File: src/rtl/ess_pkg.sv
// ----------------------------------------------------------------------------
// ess_pkg: shared types and constants for the exact substring search unit
// Field widths, function codes and the structs passed between the submodules.
// ----------------------------------------------------------------------------
`default_nettype none

package ess_pkg;

	localparam int PAT_MAX_DEF = 64;  // default pattern capacity in bytes
	localparam int CFG_W       = 7;   // pat_len register width
	localparam int PIDX_W      = 6;   // pat_index field width
	localparam int BYTE_W      = 8;   // data_byte width
	localparam int POS_W       = 32;  // match_pos and byte counter width
	localparam int CMP_W       = 9;   // common width for length compares (PAT_MAX <= 511)

	typedef enum logic {
		FUNC_PAT_WRITE = 1'b0,
		FUNC_TARGET    = 1'b1
	} func_t;

	// control for one step of the match core
	typedef struct packed {
		logic step;   // a target byte is processed this cycle
		logic last;   // that byte ends the search
	} step_ctrl_t;

	// result produced by the match core for the current step
	typedef struct packed {
		logic             emit;   // a result transaction is produced
		logic             found;
		logic [POS_W-1:0] pos;
	} result_t;

endpackage

`default_nettype wire

File: src/rtl/ess_pattern_store.sv
// ----------------------------------------------------------------------------
// ess_pattern_store: pattern byte registers with per-position comparators
// Holds one byte per pattern position and compares all of them against the
// current target byte in parallel.
// ----------------------------------------------------------------------------
`default_nettype none

module ess_pattern_store #(
	parameter int PAT_MAX = ess_pkg::PAT_MAX_DEF
) (
	input  wire logic                      clk,
	input  wire logic                      wr_en,
	input  wire logic [$clog2(PAT_MAX)-1:0] wr_idx,
	input  wire logic [ess_pkg::BYTE_W-1:0] wr_data,
	input  wire logic [ess_pkg::BYTE_W-1:0] cmp_byte,
	output logic      [PAT_MAX-1:0]         eq
);
	import ess_pkg::*;

	logic [BYTE_W-1:0] pat_q [PAT_MAX];

	// no reset: entries are undefined until written
	always_ff @(posedge clk) begin
		if (wr_en) begin
			pat_q[wr_idx] <= wr_data;
		end
	end

	always_comb begin
		for (int k = 0; k < PAT_MAX; k++) begin
			eq[k] = (pat_q[k] == cmp_byte);
		end
	end

endmodule

`default_nettype wire

File: src/rtl/ess_match_core.sv
// ----------------------------------------------------------------------------
// ess_match_core: shift-and partial match vector and search bookkeeping
// Advances the prefix-match vector one target byte per step, counts bytes,
// and decides when a found or not-found result is produced.
// ----------------------------------------------------------------------------
`default_nettype none

module ess_match_core #(
	parameter int PAT_MAX = ess_pkg::PAT_MAX_DEF
) (
	input  wire logic                       clk,
	input  wire logic                       arst_n,
	input  wire ess_pkg::step_ctrl_t        ctrl,
	input  wire logic [PAT_MAX-1:0]         eq,
	input  wire logic [$clog2(PAT_MAX)-1:0] hit_idx,
	output ess_pkg::result_t                res
);
	import ess_pkg::*;

	logic [PAT_MAX-1:0] pm_q;
	logic [PAT_MAX-1:0] pm_n;
	logic [POS_W-1:0]   count_q;
	logic               reported_q;
	logic               hit;

	always_comb begin
		// prefix k matches if prefix k-1 matched on the previous byte
		pm_n = {pm_q[PAT_MAX-2:0], 1'b1} & eq;
		hit  = pm_n[hit_idx];
		res.emit  = ctrl.step && !reported_q && (hit || ctrl.last);
		res.found = hit;
		res.pos   = hit ? (count_q - POS_W'(hit_idx)) : '0;
	end

	always_ff @(posedge clk or negedge arst_n) begin
		if (!arst_n) begin
			pm_q       <= '0;
			count_q    <= '0;
			reported_q <= 1'b0;
		end else if (ctrl.step) begin
			if (ctrl.last) begin
				pm_q       <= '0;
				count_q    <= '0;
				reported_q <= 1'b0;
			end else begin
				pm_q       <= pm_n;
				reported_q <= reported_q | hit;
				if (count_q != '1) begin
					count_q <= count_q + POS_W'(1);
				end
			end
		end
	end

	// a search that ends always leaves a clean state behind
	a_clear_on_last: assert property (@(posedge clk) disable iff (!arst_n)
		ctrl.step && ctrl.last |=> (count_q == '0) && (pm_q == '0) && !reported_q)
		else $error("search state not cleared after last byte");

	// once a match was reported, nothing more comes out in this search
	a_single_result: assert property (@(posedge clk) disable iff (!arst_n)
		reported_q |-> !res.emit)
		else $error("second result within one search");

endmodule

`default_nettype wire

File: src/rtl/exact_substring_search_unit.sv
// Timing: a transaction waits in the input register until the output register
//   can take a result; its result is on the output port in the cycle after it leaves.
// Throughput: one transaction per cycle while no result waits stalled in the
//   output register.
// Reset: arst_n clears the match state, byte count, pat_len (to 1) and the
//   valid flags; pattern bytes are undefined until written.
// ----------------------------------------------------------------------------
// exact_substring_search_unit: streaming first-occurrence substring search
// Pattern bytes load by index; target bytes stream through a shift-and
// matcher that reports the first match offset or not-found at the last byte.
// ----------------------------------------------------------------------------
`default_nettype none

module exact_substring_search_unit #(
	parameter int PAT_MAX = ess_pkg::PAT_MAX_DEF
) (
	input  wire logic                        clk,
	input  wire logic                        arst_n,
	// configuration: pattern length
	input  wire logic                        cfg_we,
	input  wire logic [ess_pkg::CFG_W-1:0]   cfg_wdata,
	// input channel
	input  wire logic                        in_valid,
	output logic                             in_ready,
	input  wire logic                        func,
	input  wire logic [ess_pkg::PIDX_W-1:0]  pat_index,
	input  wire logic [ess_pkg::BYTE_W-1:0]  data_byte,
	input  wire logic                        is_last,
	// output channel
	output logic                             out_valid,
	input  wire logic                        out_ready,
	output logic                             found,
	output logic [ess_pkg::POS_W-1:0]        match_pos
);
	import ess_pkg::*;

	localparam int IDX_W = $clog2(PAT_MAX);

	// configuration register
	logic [CFG_W-1:0] pat_len_q;

	// input register stage
	logic              valid_s1;
	func_t             func_s1;
	logic [PIDX_W-1:0] pat_index_s1;
	logic [BYTE_W-1:0] data_byte_s1;
	logic              is_last_s1;

	// output register
	logic              out_valid_q;
	logic              found_q;
	logic [POS_W-1:0]  match_pos_q;

	logic               advance;
	logic               pat_wr_en;
	logic [CMP_W-1:0]   len_ext;
	logic [IDX_W-1:0]   hit_idx;
	logic [PAT_MAX-1:0] eq;
	step_ctrl_t         ctrl;
	result_t            res;

	// The held transaction is consumed when the output register can take a
	// result: either it is empty or its transaction completes this cycle.
	assign advance  = valid_s1 && (!out_valid_q || out_ready);
	assign in_ready = !valid_s1 || advance;

	always_ff @(posedge clk or negedge arst_n) begin
		if (!arst_n) begin
			pat_len_q <= CFG_W'(1);
		end else if (cfg_we) begin
			pat_len_q <= cfg_wdata;
		end
	end

	// Capture a new transaction whenever the stage is free or drains now.
	always_ff @(posedge clk or negedge arst_n) begin
		if (!arst_n) begin
			valid_s1 <= 1'b0;
		end else if (in_ready) begin
			valid_s1 <= in_valid;
		end
	end

	always_ff @(posedge clk) begin
		if (in_ready && in_valid) begin
			func_s1      <= func_t'(func);
			pat_index_s1 <= pat_index;
			data_byte_s1 <= data_byte;
			is_last_s1   <= is_last;
		end
	end

	// Effective length: zero acts as one, anything above capacity is clamped.
	// Work with the index of the last prefix bit directly.
	assign len_ext = CMP_W'(pat_len_q);

	always_comb begin
		if (len_ext == '0) begin
			hit_idx = '0;
		end else if (len_ext > CMP_W'(PAT_MAX)) begin
			hit_idx = IDX_W'(PAT_MAX - 1);
		end else begin
			hit_idx = IDX_W'(len_ext - CMP_W'(1));
		end
	end

	// Drop pattern writes that land beyond the store.
	assign pat_wr_en = advance && (func_s1 == FUNC_PAT_WRITE) &&
		(CMP_W'(pat_index_s1) < CMP_W'(PAT_MAX));

	ess_pattern_store #(
		.PAT_MAX (PAT_MAX)
	) u_store (
		.clk      (clk),
		.wr_en    (pat_wr_en),
		.wr_idx   (IDX_W'(pat_index_s1)),
		.wr_data  (data_byte_s1),
		.cmp_byte (data_byte_s1),
		.eq       (eq)
	);

	assign ctrl = '{step: advance && (func_s1 == FUNC_TARGET), last: is_last_s1};

	ess_match_core #(
		.PAT_MAX (PAT_MAX)
	) u_core (
		.clk     (clk),
		.arst_n  (arst_n),
		.ctrl    (ctrl),
		.eq      (eq),
		.hit_idx (hit_idx),
		.res     (res)
	);

	// Output register: load a new result, otherwise hold until taken.
	always_ff @(posedge clk or negedge arst_n) begin
		if (!arst_n) begin
			out_valid_q <= 1'b0;
		end else if (res.emit) begin
			out_valid_q <= 1'b1;
		end else if (out_ready) begin
			out_valid_q <= 1'b0;
		end
	end

	always_ff @(posedge clk) begin
		if (res.emit) begin
			found_q     <= res.found;
			match_pos_q <= res.pos;
		end
	end

	assign out_valid = out_valid_q;
	assign found     = found_q;
	assign match_pos = match_pos_q;

	// a not-found result always reports offset zero
	a_notfound_zero: assert property (@(posedge clk) disable iff (!arst_n)
		out_valid && !found |-> match_pos == '0)
		else $error("not-found result with nonzero offset");

	// a waiting result must never be overwritten
	a_no_overwrite: assert property (@(posedge clk) disable iff (!arst_n)
		out_valid_q && !out_ready |-> !res.emit)
		else $error("result emitted while output register is stalled");

	// a stalled held transaction blocks new input
	a_hold_input: assert property (@(posedge clk) disable iff (!arst_n)
		valid_s1 && out_valid_q && !out_ready |-> !in_ready)
		else $error("input accepted while input stage is blocked");

endmodule

`default_nettype wire

File: config.mk
export PLATFORM = sky130hd
export DESIGN_NAME = exact_substring_search_unit
export DESIGN_NICKNAME = d
export VERILOG_FILES = /design/src/rtl/ess_pkg.sv /design/src/rtl/ess_pattern_store.sv /design/src/rtl/ess_match_core.sv /design/src/rtl/exact_substring_search_unit.sv
export SDC_FILE = /design/constraint.sdc
export NUM_CORES = 1
export LEC_CHECK = 0
export BUFFER_PORTS_ARGS = -buffer_cell sky130_fd_sc_hd__buf_4
export CAP_MARGIN = 25
export CORE_MARGIN = 2
export CORE_UTILIZATION = 42
export CTS_BUF_LIST = sky130_fd_sc_hd__clkbuf_8
export DETAILED_ROUTE_END_ITERATION = 12
export PLACE_DENSITY = 0.63
export SYNTH_ARGS = -nofsm -noshare
export SYNTH_HDL_FRONTEND = slang
export SYNTH_SLANG_ARGS = --single-unit
File: constraint.sdc
create_clock -name clk -period 6 [get_ports clk]
set_clock_uncertainty 0.05 [all_clocks]
set_input_delay 1.5 -clock clk [delete_from_list [all_inputs] [get_ports clk]]
set_output_delay 1.5 -clock clk [all_outputs]
set_load 0.03 [all_outputs]
==> results of run 1 <==
where the power goes:
part	internal (mW)	leakage (nW)	switching (mW)	total [mW]
logic	0.355	3.42	0.660	1.01
clock network	2.13	1.29	1.83	3.96
registers	5.13	6.52	0.0646	5.20
worst max path at each step:
stage                     from            end  slack (ns)  cells after the start
2_1_floorplan  data_byte_s1[4]          found        1.14                     11
3_3_place_gp      pat_len_q[0]  match_pos[30]        1.18                     16
3_5_place_dp      pat_len_q[0]  match_pos[28]        1.03                     16
4_1_cts           pat_len_q[0]  match_pos[28]        1.06                     16
5_1_grt           pat_len_q[0]  match_pos[28]        0.58                     16
6_report          pat_len_q[0]  match_pos[28]        0.97                     16
registers in the layout (all words and copies together) (netlist names):
name and cells:
pat_index_s1 6, out_valid 1, match_pos 32, u_store.pat_q 512, data_byte_s1 8, valid_s1 1, u_core.reported_q 1, pat_len_q 7
u_core.pm_q 63, is_last_s1 1, u_core.count_q 32, func_s1 1, found 1
synth_stat cells, types with 5 or more instances:
master,n,area share
sky130_fd_sc_hd__o211ai_1,5,0.0013
sky130_fd_sc_hd__buf_6,6,0.0023
sky130_fd_sc_hd__nand2b_1,9,0.0019
sky130_fd_sc_hd__nor3_1,69,0.012
sky130_fd_sc_hd__a22o_1,20,0.0059
sky130_fd_sc_hd__xor2_1,159,0.047
sky130_fd_sc_hd__or4_1,16,0.0040
sky130_fd_sc_hd__nor2b_1,6,0.0013
sky130_fd_sc_hd__nand4_1,80,0.017
sky130_fd_sc_hd__and2_1,5,0.0010
sky130_fd_sc_hd__and3_1,7,0.0015
sky130_fd_sc_hd__dfrtp_1,104,0.087
sky130_fd_sc_hd__nor2_1,120,0.015
sky130_fd_sc_hd__inv_1,18,0.0023
sky130_fd_sc_hd__nor4_1,41,0.0086
sky130_fd_sc_hd__or3_1,9,0.0019
sky130_fd_sc_hd__nand3b_1,5,0.0013
sky130_fd_sc_hd__a211oi_1,8,0.0020
sky130_fd_sc_hd__edfxtp_1,561,0.56
sky130_fd_sc_hd__a2111oi_0,10,0.0029
sky130_fd_sc_hd__nand2_1,158,0.020
sky130_fd_sc_hd__mux4_2,5,0.0038
sky130_fd_sc_hd__ha_1,9,0.0038
sky130_fd_sc_hd__buf_2,65,0.011
sky130_fd_sc_hd__a21oi_1,32,0.0054
sky130_fd_sc_hd__o21ai_0,45,0.0075
sky130_fd_sc_hd__xnor2_1,406,0.12
sky130_fd_sc_hd__nand3_1,69,0.012
sky130_fd_sc_hd__a21oi_2,6,0.0018
sky130_fd_sc_hd__o31ai_1,15,0.0038
sky130_fd_sc_hd__clkbuf_1,42,0.0053
sky130_fd_sc_hd__and4_1,6,0.0018
metal layers:
layer	vias to the layer above	part of all wire
met5	-	0.00026
met3	124	0.068
met4	2	0.028
met2	481	0.45
met1	8882	0.46
li1	8192	-
layout by cell type, fill, tap and decap left out, types with 12 or more instances in the layout:
| master | count |
|---|---|
| sky130_fd_sc_hd__or4_1 | 16 |
| sky130_fd_sc_hd__nor2_1 | 119 |
| sky130_fd_sc_hd__nor3_1 | 69 |
| sky130_fd_sc_hd__clkinv_1 | 13 |
| sky130_fd_sc_hd__o31ai_1 | 15 |
| sky130_fd_sc_hd__nand4_1 | 80 |
| sky130_fd_sc_hd__nand2_1 | 158 |
| sky130_fd_sc_hd__xnor2_1 | 406 |
| sky130_fd_sc_hd__buf_12 | 12 |
| sky130_fd_sc_hd__nor4_1 | 41 |
| sky130_fd_sc_hd__xor2_1 | 159 |
| sky130_fd_sc_hd__a21oi_1 | 32 |
| sky130_fd_sc_hd__clkinv_2 | 20 |
| sky130_fd_sc_hd__a22o_1 | 20 |
| sky130_fd_sc_hd__o21ai_0 | 45 |
| sky130_fd_sc_hd__nand3_1 | 68 |
| sky130_fd_sc_hd__dfrtp_1 | 104 |
| sky130_fd_sc_hd__buf_4 | 90 |
| sky130_fd_sc_hd__inv_1 | 53 |
| sky130_fd_sc_hd__edfxtp_1 | 561 |
| sky130_fd_sc_hd__clkbuf_8 | 128 |
final cells by class:
class,count,area [um2],area share
flip-flops and latches,666,19500,0.579
clock inverters,77,475,0.0141
repair buffers,102,916,0.0272
diodes,3,7.51,0.000223
clock buffers,128,1760,0.0524
multi-input cells,1398,9760,0.290
inverters,21,78.8,0.00234
well taps,940,1180,0.0350
worst reg2reg max path, cell delays in order (launching register included):
cell and delay [ns]:
sky130_fd_sc_hd__dfstp_2 0.67, sky130_fd_sc_hd__inv_1 0.12, sky130_fd_sc_hd__ha_1 0.28, sky130_fd_sc_hd__or3b_2 0.27, sky130_fd_sc_hd__o21ai_0 0.15, sky130_fd_sc_hd__nand2_1 0.41
sky130_fd_sc_hd__clkinv_1 0.46, sky130_fd_sc_hd__fa_1 0.53, sky130_fd_sc_hd__a21o_1 0.20, sky130_fd_sc_hd__a21oi_1 0.25, sky130_fd_sc_hd__o21bai_1 0.17, sky130_fd_sc_hd__a2111oi_1 0.42
sky130_fd_sc_hd__buf_4 0.20, sky130_fd_sc_hd__nand2_1 0.11, sky130_fd_sc_hd__nor4_1 0.27, sky130_fd_sc_hd__xnor2_1 0.16, sky130_fd_sc_hd__a21oi_1 0.05
cell families after synthesis:
| logic type | share of synthesized area |
|---|---|
| xor gates and xnor gates | 0.166 |
| buffers and inverters | 0.0222 |
| adders and majority gates | 0.00444 |
| DFF | 0.652 |
| muxes | 0.00628 |
| and+or+nand+nor | 0.104 |
| AOI/OAI and AO/OA | 0.0453 |
through the flow:
step	cell area [um2]	setup slack (ns)	power [mW]
2_1_floorplan	29900	1.14	5.99
3_3_place_gp	31400	1.18	6.29
3_5_place_dp	31400	1.03	6.31
4_1_cts	33600	1.06	10.3
5_1_grt	33600	0.585	10.6
6_report	33600	0.968	10.2
==> load_flow_metrics.sql, run 1 <==
INSERT INTO impl_metrics (metric_group, metric, value, unit) VALUES
('timing', 'rsz0062_at_grt', 'no', ''),
('routing', 'totalWireLength', '68.2', 'mm'),
('clocking', 'cts-buffers-inserted', '110', ''),
('critical_path', 'critical_path.max_stage_delay', '0.67', 'ns'),
('timing', 'max_slew_margin', '0.324', ''),
('critical_path', 'timing.critical_path.arrival', '5.43', 'ns'),
('pwr', 'p_leak', '11.2', 'nW'),
('placed_design', 'gp_congestion', '0.864', ''),
('logic_synthesis', 'synth-edff-count', '561', ''),
('finish', 'finish.net_count', '2337', ''),
('global_routing', 'first_global_vias', '17900', ''),
('clocking', 'clock-sinks', '666', ''),
('routing', 'drcViolationCount', '0', ''),
('min_path', 'worstHoldPathCells', '2', ''),
('global_routing', 'grt_use_met3', '0.0445', ''),
('critical_path', 'critical_path.endpoint_type', 'flop', ''),
('global_routing', 'globalRoute.totalOverflow', '0', ''),
('critical_path', 'worst_r2r_path_depth', '16', ''),
('die', 'starting_density_of_the_core', '0.425', ''),
('timing', 'worst-slew-pin-transition', '1.01', 'ns'),
('global_routing', 'grt_max_usage_layer', 'met2', ''),
('critical_path', 'cp_data_required_time', '6.40', 'ns'),
('global_routing', 'grt_first_pass_wirelength', '106', 'mm'),
('clocking', 'clk-insertion-delay-late', '0.73', 'ns'),
('timing', 'hold_violations', '0', ''),
('routing', 'detail_route.wl_per_cell', '20.5', 'um'),
('global_routing', 'gr-usage-met2', '0.283', ''),
('status', 'status', 'complete, no violations', ''),
('finish', 'final_core_util', '0.479', ''),
('clocking', 'clk_path_buf_depth', '3', ''),
('clocking', 'cts_hold_buf', '0', ''),
('logic_synthesis', 'async_flop_share', '0.158', ''),
('die', 'floorplan.die_area', '73300', 'um2'),
('logic_synthesis', 'yosys_warnings', '0', ''),
('pwr', 'pwr_density_cell', '302', 'nW/um2'),
('timing', 'max_freq', '199', 'MHz'),
('routing', 'ant_nets', '0', ''),
('finish', 'layout_cells_sized_above_1', '0.124', ''),
('finish', 'n_fill_cell', '6058', ''),
('min_path', 'hold_path_startpoint', 'u_core.pm_q[29]', ''),
('logic_synthesis', 'yosys_register_bits', '666', ''),
('placed_design', 'half_perimeter_wire_length_after_placement', '41.5', 'mm'),
('placed_design', 'io_buffer_count', '62', ''),
('global_routing', 'grt_start_max_net_pins', '94', ''),
('critical_path', 'cp_slowest_cell', 'sky130_fd_sc_hd__dfstp_2', ''),
('critical_path', 'critPathMaxFanout', '11', ''),
('timing', 'finalWorstPathRequiredPeriod', '5.03', 'ns'),
('timing', 'worst_hold_slack', '0.430', 'ns'),
('timing', 'setup_violations', '0', ''),
('clocking', 'cts_resized', '0', ''),
('logic_synthesis', 'synth_nets', '2242', ''),
('clocking', 'clock_slew_seen_by_the_registers_of_the_worst_setup_and_hold_paths', '0.06', 'ns'),
('critical_path', 'timing.critical_path.cells', 'inv_1 -> ha_1 -> or3b_2 -> o21ai_0 -> nand2_1 -> clkinv_1 -> fa_1 -> a21o_1 -> a21oi_1 -> o21bai_1 -> a2111oi_1 -> buf_4 -> nand2_1 -> nor4_1 -> xnor2_1 -> a21oi_1', ''),
('min_path', 'min_path_type', 'reg2reg', ''),
('global_routing', 'grt_antenna_before_repair', '4', ''),
('timing', 'min_period_over_period', '0.839', ''),
('die', 'ios', '63', ''),
('logic_synthesis', 'synthesis.area', '29900', 'um2'),
('routing', 'drt_first_iter_violations', '1323', ''),
('critical_path', 'path_buf_inv', '3', ''),
('placed_design', 'placed_cells_incl_taps', '3127', ''),
('critical_path', 'crit_reg_reg_endpoint', 'match_pos[28]', ''),
('die', 'dieWidth', '271', 'um'),
('flow_run', 'drv_cap', '0', ''),
('critical_path', 'cp_top_family', 'compound AO/OA/AOI/OAI gates', ''),
('routing', 'route.vias.total', '17700', ''),
('clocking', 'post_cts_setup_buffers', '0', ''),
('logic_synthesis', 'sequential_to_total_area_share_from_yosys_stat', '0.652', ''),
('die', 'core_area', '70300', 'um2'),
('clocking', 'cts_root_buf', 'sky130_fd_sc_hd__clkbuf_8', ''),
('global_routing', 'groute.usage.overall', '0.187', '');
(Power assumes the default switching activity.)
==> run 2: changes to the inputs <==
==> constraint.sdc (replaced) <==
create_clock -name clk -period 5 [get_ports clk]
set_clock_uncertainty 0.05 [all_clocks]
set_input_delay 1.25 -clock clk [delete_from_list [all_inputs] [get_ports clk]]
set_output_delay 1.25 -clock clk [all_outputs]
set_load 0.03 [all_outputs]
==> run 2 against run 1 <==
Power increased by 19%; register-to-register slack got worse by 0.57 ns; clock-buffer cell count decreased by 9; combinational power increased by 25%; clock power increased by 16%; critical path type unchanged; largest power group unchanged.
==> load_flow_metrics.sql, run 2 (same netlist as run 1, synthesis figures left out) <==
INSERT INTO impl_metrics (metric_group, metric, value, unit) VALUES
('timing', 'setup_total_negative_slack', '0', 'ns'),
('die', 'floorplan.die_area', '73300', 'um2'),
('finish', 'layout.cell_area.non_filler', '34000', 'um2'),
('die', 'die_height', '271', 'um'),
('critical_path', 'timing.critical_path.arrival', '4.98', 'ns'),
('pwr', 'p_sw_frac', '0.254', ''),
('placed_design', 'io_buffer_count', '62', ''),
('routing', 'drt_first_iter_violations', '1481', ''),
('pwr', 'internal_power', '9.01', 'mW'),
('critical_path', 'cp_data_required_time', '5.38', 'ns'),
('clocking', 'clk_path_buf_depth', '3', ''),
('clocking', 'ctsHtreeMaxLevel', '3', ''),
('critical_path', 'critPathMaxFanout', '10', ''),
('placed_design', 'half_perimeter_wire_length_after_placement', '42.7', 'mm'),
('timing', 'max_freq', '218', 'MHz'),
('routing', 'drcViolationCount', '0', ''),
('global_routing', 'globalRoute.totalOverflow', '0', ''),
('timing', 'worst-slew-pin-transition', '1.02', 'ns'),
('clocking', 'clock_slew_seen_by_the_registers_of_the_worst_setup_and_hold_paths', '0.06', 'ns'),
('finish', 'finish.net_count', '2387', ''),
('clocking', 'cts-buffers-inserted', '108', ''),
('pwr', 'irDropWorstVdd', '0.000250', 'V'),
('critical_path', 'path_buf_inv', '4', ''),
('critical_path', 'critical_path.endpoint_type', 'flop', ''),
('critical_path', 'critical_path.max_stage_delay', '0.66', 'ns'),
('die', 'starting_density_of_the_core', '0.425', ''),
('die', 'dieWidth', '271', 'um'),
('critical_path', 'cp_slowest_cell', 'sky130_fd_sc_hd__dfstp_2', ''),
('clocking', 'cts_hold_buf', '0', ''),
('finish', 'n_fill_cell', '6104', ''),
('clocking', 'post_cts_setup_buffers', '0', ''),
('finish', 'area_delta_synth_final', '13.8', '%'),
('finish', 'final_core_util', '0.484', ''),
('pwr', 'pwr-share-clk', '0.379', ''),
('timing', 'max_slew_margin', '0.315', ''),
('min_path', 'min_path_type', 'reg2reg', ''),
('clocking', 'cts_root_buf', 'sky130_fd_sc_hd__clkbuf_8', ''),
('global_routing', 'groute.usage.overall', '0.190', ''),
('routing', 'detail_route.wl_per_cell', '20.4', 'um'),
('timing', 'finalWorstPathRequiredPeriod', '4.60', 'ns'),
('pwr', 'pwr_density_cell', '355', 'nW/um2'),
('finish', 'layout_cells_sized_above_1', '0.136', ''),
('routing', 'ant_nets', '0', ''),
('routing', 'dr.pass1.iters', '7', ''),
('timing', 'worst_hold_slack', '0.420', 'ns'),
('critical_path', 'timing.critical_path.cells', 'inv_1 -> ha_1 -> inv_1 -> o21ai_0 -> nand2_1 -> clkinv_1 -> fa_1 -> a21o_1 -> a21oi_1 -> o21bai_1 -> a2111oi_1 -> buf_4 -> nand2_1 -> nor4_1 -> xnor2_1 -> a21oi_1', ''),
('timing', 'setup_violations', '0', ''),
('finish', 'layout_common_cells', '561 x sky130_fd_sc_hd__edfxtp_1, 406 x sky130_fd_sc_hd__xnor2_1, 159 x sky130_fd_sc_hd__xor2_1', ''),
('flow_run', 'drv_cap', '0', ''),
('finish', 'antenna_cells_inserted', '0', ''),
('pwr', 'p_total', '12.1', 'mW'),
('routing', 'totalWireLength', '69.1', 'mm'),
('global_routing', 'first_global_vias', '18200', ''),
('timing', 'rsz0062_at_grt', 'no', ''),
('global_routing', 'grt_antenna_before_repair', '4', ''),
('status', 'status', 'complete, no violations', ''),
('clocking', 'clock-sinks', '666', ''),
('routing', 'route.vias.total', '18000', ''),
('placed_design', 'gp_congestion', '0.872', ''),
('pwr', 'share_of_total_power_in_sequential_cells', '0.516', ''),
('die', 'num_rows', '97', ''),
('finish', 'storage_cell_area', '19500', 'um2'),
('finish', 'top_register', 'u_store.pat_q', ''),
('pwr', 'power.share.combinational', '0.104', ''),
('global_routing', 'grt_start_max_net_pins', '75', ''),
('finish', 'number_of_flip_flops_under_the_largest_register_name', '512', ''),
('timing', 'hold_violations', '0', ''),
('critical_path', 'timing_worst_setup_path_type', 'reg2reg', ''),
('finish', 'multiInputGateArea', '9760', 'um2'),
('clocking', 'clk-insertion-delay-late', '0.76', 'ns'),
('critical_path', 'cp_top_family', 'compound AO/OA/AOI/OAI gates', ''),
('clocking', 'tritoncts', 'built', ''),
('critical_path', 'timing.critical_path.from_type', 'flop', ''),
('timing', 'timing_max_transition_violations_final', '0', ''),
('routing', 'route.detailed.vias_per_inst', '5.31', ''),
('die', 'ios', '63', ''),
('pwr', 'p_sw', '3.07', 'mW'),
('finish', 'layout.cells.most_common', 'sky130_fd_sc_hd__edfxtp_1', ''),
('die', 'core_area', '70300', 'um2'),
('global_routing', 'grt_first_pass_wirelength', '107', 'mm'),
('pwr', 'p_leak', '11.5', 'nW'),
('placed_design', 'dpl-instance-area', '31900', 'um2'),
('timing', 'min_period_over_period', '0.920', ''),
('finish', 'largestRegisters', 'u_store.pat_q x512, u_core.pm_q x63', '');
==> run 2: changes by cell type in the layout (fill, tap and decap cells not counted), sizes merged <==
cell	change
diode	-3
buf	+52
clkinv	-12
clkbuf	-9
inv	+22
==> run 2: area by class of cell <==
class	count	area share
sequential	666	0.573
multi-input combinational	1398	0.287
clock buffer	119	0.0482
timing repair buffer	154	0.0403
tap	940	0.0346
clock inverter	87	0.0143
inverter	21	0.00232
==> run 2: worst register-to-register path: stages, from the launching register on <==
cell	delay, ns
sky130_fd_sc_hd__dfstp_2	0.66
sky130_fd_sc_hd__inv_1	0.11
sky130_fd_sc_hd__ha_1	0.37
sky130_fd_sc_hd__inv_1	0.19
sky130_fd_sc_hd__o21ai_0	0.19
sky130_fd_sc_hd__nand2_1	0.13
sky130_fd_sc_hd__clkinv_1	0.29
sky130_fd_sc_hd__fa_1	0.52
sky130_fd_sc_hd__a21o_1	0.20
sky130_fd_sc_hd__a21oi_1	0.26
sky130_fd_sc_hd__o21bai_1	0.18
sky130_fd_sc_hd__a2111oi_1	0.42
sky130_fd_sc_hd__buf_4	0.21
sky130_fd_sc_hd__nand2_1	0.11
sky130_fd_sc_hd__nor4_1	0.25
sky130_fd_sc_hd__xnor2_1	0.16
sky130_fd_sc_hd__a21oi_1	0.06
==> run 2: per-stage QoR <==
step / worst slack [ns] / cells
3_3_place_gp: 0.454 / 3179
3_5_place_dp: 0.351 / 3179
2_1_floorplan: 0.142 / 2204
6_report: 0.402 / 3385
4_1_cts: 0.359 / 3385
5_1_grt: 0.0907 / 3385
==> run 2: per-layer routing <==
layer / vias up / share of wire / GRT usage
li1: 8291 / - / -
met1: 8958 / 0.46 / 0.272
met2: 582 / 0.45 / 0.288
met3: 146 / 0.065 / 0.0396
met4: 4 / 0.027 / 0.0635
met5: - / 0.00046 / 0
==> run 2: worst paths after layout <==
kind | startpoint | end | slack (ns) | depth (start not counted)
setup / recovery | pat_len_q[0] | match_pos[28] | 0.40 | 16
hold / removal | u_core.pm_q[29] | u_core.pm_q[29] | 0.42 | 2
setup reg to reg | pat_len_q[0] | match_pos[28] | 0.40 | 16
hold reg to reg | u_core.pm_q[29] | u_core.pm_q[29] | 0.42 | 2
max in group asynchronous | arst_n | u_core.pm_q[38] | 3.49 | 2
min in group asynchronous | arst_n | pat_len_q[1] | 0.54 | 1
==> run 2: power by group through the flow <==
stage	clock network [mW]	registers (mW)	logic, mW
floorplan	0	6.42	0.763
global placement	0	6.34	1.24
detailed placement	0	6.35	1.27
CTS	4.68	6.23	1.27
global route	4.91	6.24	1.38
finish	4.58	6.23	1.26
==> run 2: timing repair <==
action	CTS	global route
endpoints found under the setup margin	0	3
gates resized for setup	0	2
endpoints found under the hold margin	0	0
==> run 3: changes to the inputs <==
==> constraint.sdc (replaced) <==
create_clock -name clk -period 4.6 [get_ports clk]
set_clock_uncertainty 0.05 [all_clocks]
set_input_delay 1.15 -clock clk [delete_from_list [all_inputs] [get_ports clk]]
set_output_delay 1.15 -clock clk [all_outputs]
set_load 0.03 [all_outputs]
==> run 3 against run 2 <==
Sequential power increased by 8.7%; combinational power increased by 10%; power increased by 9.9%; wire length decreased by 1.9%; setup slack improved by 0.017 ns; clock power increased by 12%; die area unchanged; clock-buffer cell count increased by 3; design area increased by 0.98%; hold slack improved by 0.013 ns; global-route usage decreased by 0.27 points.
==> load_flow_metrics.sql, run 3 (same netlist as run 1, synthesis figures left out) <==
INSERT INTO impl_metrics (metric_group, metric, value, unit) VALUES
('pwr', 'p_total', '13.3', 'mW'),
('routing', 'drcViolationCount', '0', ''),
('timing', 'rsz0062_at_grt', 'no', ''),
('critical_path', 'timing.critical_path.arrival', '4.69', 'ns'),
('timing', 'worst-slew-pin-transition', '0.890', 'ns'),
('routing', 'ant_nets', '0', ''),
('die', 'floorplan.die_area', '73300', 'um2'),
('timing', 'postLayoutSetupSlackWorst', '0.419', 'ns'),
('finish', 'layout_common_cells', '561 x sky130_fd_sc_hd__edfxtp_1, 406 x sky130_fd_sc_hd__xnor2_1, 165 x sky130_fd_sc_hd__buf_4', ''),
('pwr', 'pwr_density_cell', '387', 'nW/um2'),
('critical_path', 'timing_worst_setup_path_type', 'reg2reg', ''),
('global_routing', 'groute.usage.overall', '0.187', ''),
('timing', 'max_freq', '239', 'MHz'),
('timing', 'max_slew_margin', '0.401', ''),
('routing', 'dr.pass1.iters', '5', ''),
('global_routing', 'grt_antenna_before_repair', '3', ''),
('finish', 'largestRegisters', 'u_store.pat_q x512, u_core.pm_q x63', ''),
('routing', 'route.detailed.vias_per_inst', '5.25', ''),
('clocking', 'clock-sinks', '666', ''),
('finish', 'layout.cell_area.non_filler', '34300', 'um2'),
('critical_path', 'worst_r2r_path_depth', '15', ''),
('clocking', 'post_cts_setup_buffers', '0', ''),
('clocking', 'tritoncts', 'built', ''),
('critical_path', 'regToRegStartpoint', 'pat_len_q[1]', ''),
('min_path', 'min_path_type', 'reg2reg', ''),
('critical_path', 'critical_path.endpoint', 'match_pos[27]', ''),
('die', 'die_height', '271', 'um'),
('die', 'core_area', '70300', 'um2'),
('placed_design', 'half_perimeter_wire_length_after_placement', '42.8', 'mm'),
('clocking', 'cts-buffers-inserted', '110', ''),
('finish', 'n_fill_cell', '6045', ''),
('clocking', 'cts_root_buf', 'sky130_fd_sc_hd__clkbuf_8', ''),
('timing', 'min_period_over_period', '0.909', ''),
('die', 'dieWidth', '271', 'um'),
('global_routing', 'first_global_vias', '18400', ''),
('flow_run', 'drv_cap', '0', ''),
('placed_design', 'io_buffer_count', '62', ''),
('critical_path', 'cp_data_required_time', '5.11', 'ns'),
('die', 'starting_density_of_the_core', '0.425', ''),
('status', 'status', 'complete, no violations', ''),
('routing', 'detail_route.wl_per_cell', '19.8', 'um'),
('timing', 'timing_max_transition_violations_final', '0', ''),
('clocking', 'clk-insertion-delay-late', '0.74', 'ns'),
('clocking', 'clock_slew_seen_by_the_registers_of_the_worst_setup_and_hold_paths', '0.06', 'ns'),
('timing', 'finalWorstPathRequiredPeriod', '4.18', 'ns'),
('critical_path', 'critical_path.startpoint', 'pat_len_q[1]', ''),
('timing', 'setup_violations', '0', ''),
('clocking', 'cts_resized', '0', ''),
('placed_design', 'place_worst_setup_slack', '0.381', 'ns'),
('critical_path', 'critical_path.endpoint_type', 'flop', ''),
('global_routing', 'globalRoute.totalOverflow', '0', ''),
('clocking', 'clk_path_buf_depth', '3', ''),
('timing', 'setup_total_negative_slack', '0', 'ns'),
('timing', 'hold_violations', '0', ''),
('critical_path', 'timing.critical_path.from_type', 'flop', ''),
('placed_design', 'gp_congestion', '0.837', ''),
('routing', 'totalWireLength', '67.7', 'mm'),
('critical_path', 'crit_reg_reg_endpoint', 'match_pos[27]', ''),
('timing', 'worst_hold_slack', '0.433', 'ns'),
('die', 'ios', '63', ''),
('clocking', 'ctsHtreeMaxLevel', '3', ''),
('finish', 'layout.cells.most_common', 'sky130_fd_sc_hd__edfxtp_1', ''),
('pwr', 'p_leak', '11.7', 'nW'),
('finish', 'finish.net_count', '2419', ''),
('pwr', 'irDropWorstVdd', '0.000248', 'V'),
('finish', 'top_register', 'u_store.pat_q', ''),
('die', 'num_rows', '97', ''),
('routing', 'drt_first_iter_violations', '1311', ''),
('global_routing', 'grt_start_max_net_pins', '63', ''),
('critical_path', 'critPathMaxFanout', '7', ''),
('finish', 'layout_cells_sized_above_1', '0.148', ''),
('finish', 'area_delta_synth_final', '14.9', '%'),
('critical_path', 'worst-r2r-setup-slack', '0.42', 'ns'),
('clocking', 'cts_hold_buf', '0', ''),
('routing', 'route.vias.total', '18000', ''),
('global_routing', 'grt_first_pass_wirelength', '107', 'mm'),
('finish', 'number_of_flip_flops_under_the_largest_register_name', '512', ''),
('placed_design', 'dpl-instance-area', '32100', 'um2');
## run 3: how the worst min path moves through the flow
stage | depth (start not counted) | startpoint | endpoint | slack, ns
3_5_place_dp | 2 | u_core.pm_q[29] | u_core.pm_q[29] | 0.42
6_report | 2 | u_core.pm_q[54] | u_core.pm_q[54] | 0.43
4_1_cts | 1 | arst_n | u_core.pm_q[30] | 0.42
5_1_grt | 1 | u_core.pm_q[47] | u_core.pm_q[47] | 0.46
2_1_floorplan | 2 | u_core.pm_q[29] | u_core.pm_q[29] | 0.39
3_3_place_gp | 2 | u_core.pm_q[29] | u_core.pm_q[29] | 0.41
## run 3: power breakdown
| group | switching, mW | internal (mW) |
|---|---|---|
| logic | 0.881 | 0.508 |
| clock network | 2.38 | 2.73 |
| registers | 0.0796 | 6.69 |
| total | 3.34 | 9.93 |
## run 3: routing by layer
layer	global-route usage	wire length [um]	vias up	part of all wire
met5	0	0	-	0
met3	0.0341	3620	111	0.053
met1	0.268	31800	8984	0.47
met2	0.291	30900	506	0.46
met4	0.0545	1450	0	0.021
li1	-	-	8360	-
## run 3: through the flow
stage          cells  utilization
3_5_place_dp    3209        0.457
2_1_floorplan   2204            -
4_1_cts         3416        0.488
6_report        3418        0.488
5_1_grt         3418        0.488
3_3_place_gp    3209        0.457
## run 3: critical path: stages, from the launching register on
cell and delay (ns):
sky130_fd_sc_hd__dfrtp_1 0.42, sky130_fd_sc_hd__inv_1 0.11, sky130_fd_sc_hd__ha_1 0.25, sky130_fd_sc_hd__or3b_2 0.52, sky130_fd_sc_hd__o21ai_0 0.31, sky130_fd_sc_hd__nand2_1 0.13
sky130_fd_sc_hd__clkinv_1 0.11, sky130_fd_sc_hd__ha_1 0.22, sky130_fd_sc_hd__nor2b_1 0.12, sky130_fd_sc_hd__o21ai_0 0.20, sky130_fd_sc_hd__a21boi_0 0.19, sky130_fd_sc_hd__o21ai_1 0.25
sky130_fd_sc_hd__a21o_1 0.24, sky130_fd_sc_hd__nand4_1 0.27, sky130_fd_sc_hd__or4_1 0.49, sky130_fd_sc_hd__a22oi_2 0.15
## run 3: layout make-up
class	count	area [um2]	share of cell area
clock inverters	85	519	0.0151
diodes	2	5.00	0.000146
repair buffers	184	1620	0.0472
flip-flops and latches	666	19500	0.568
clock buffers	122	1680	0.0489
multi-input cells	1398	9760	0.285
well taps	940	1180	0.0343
inverters	21	78.8	0.00230
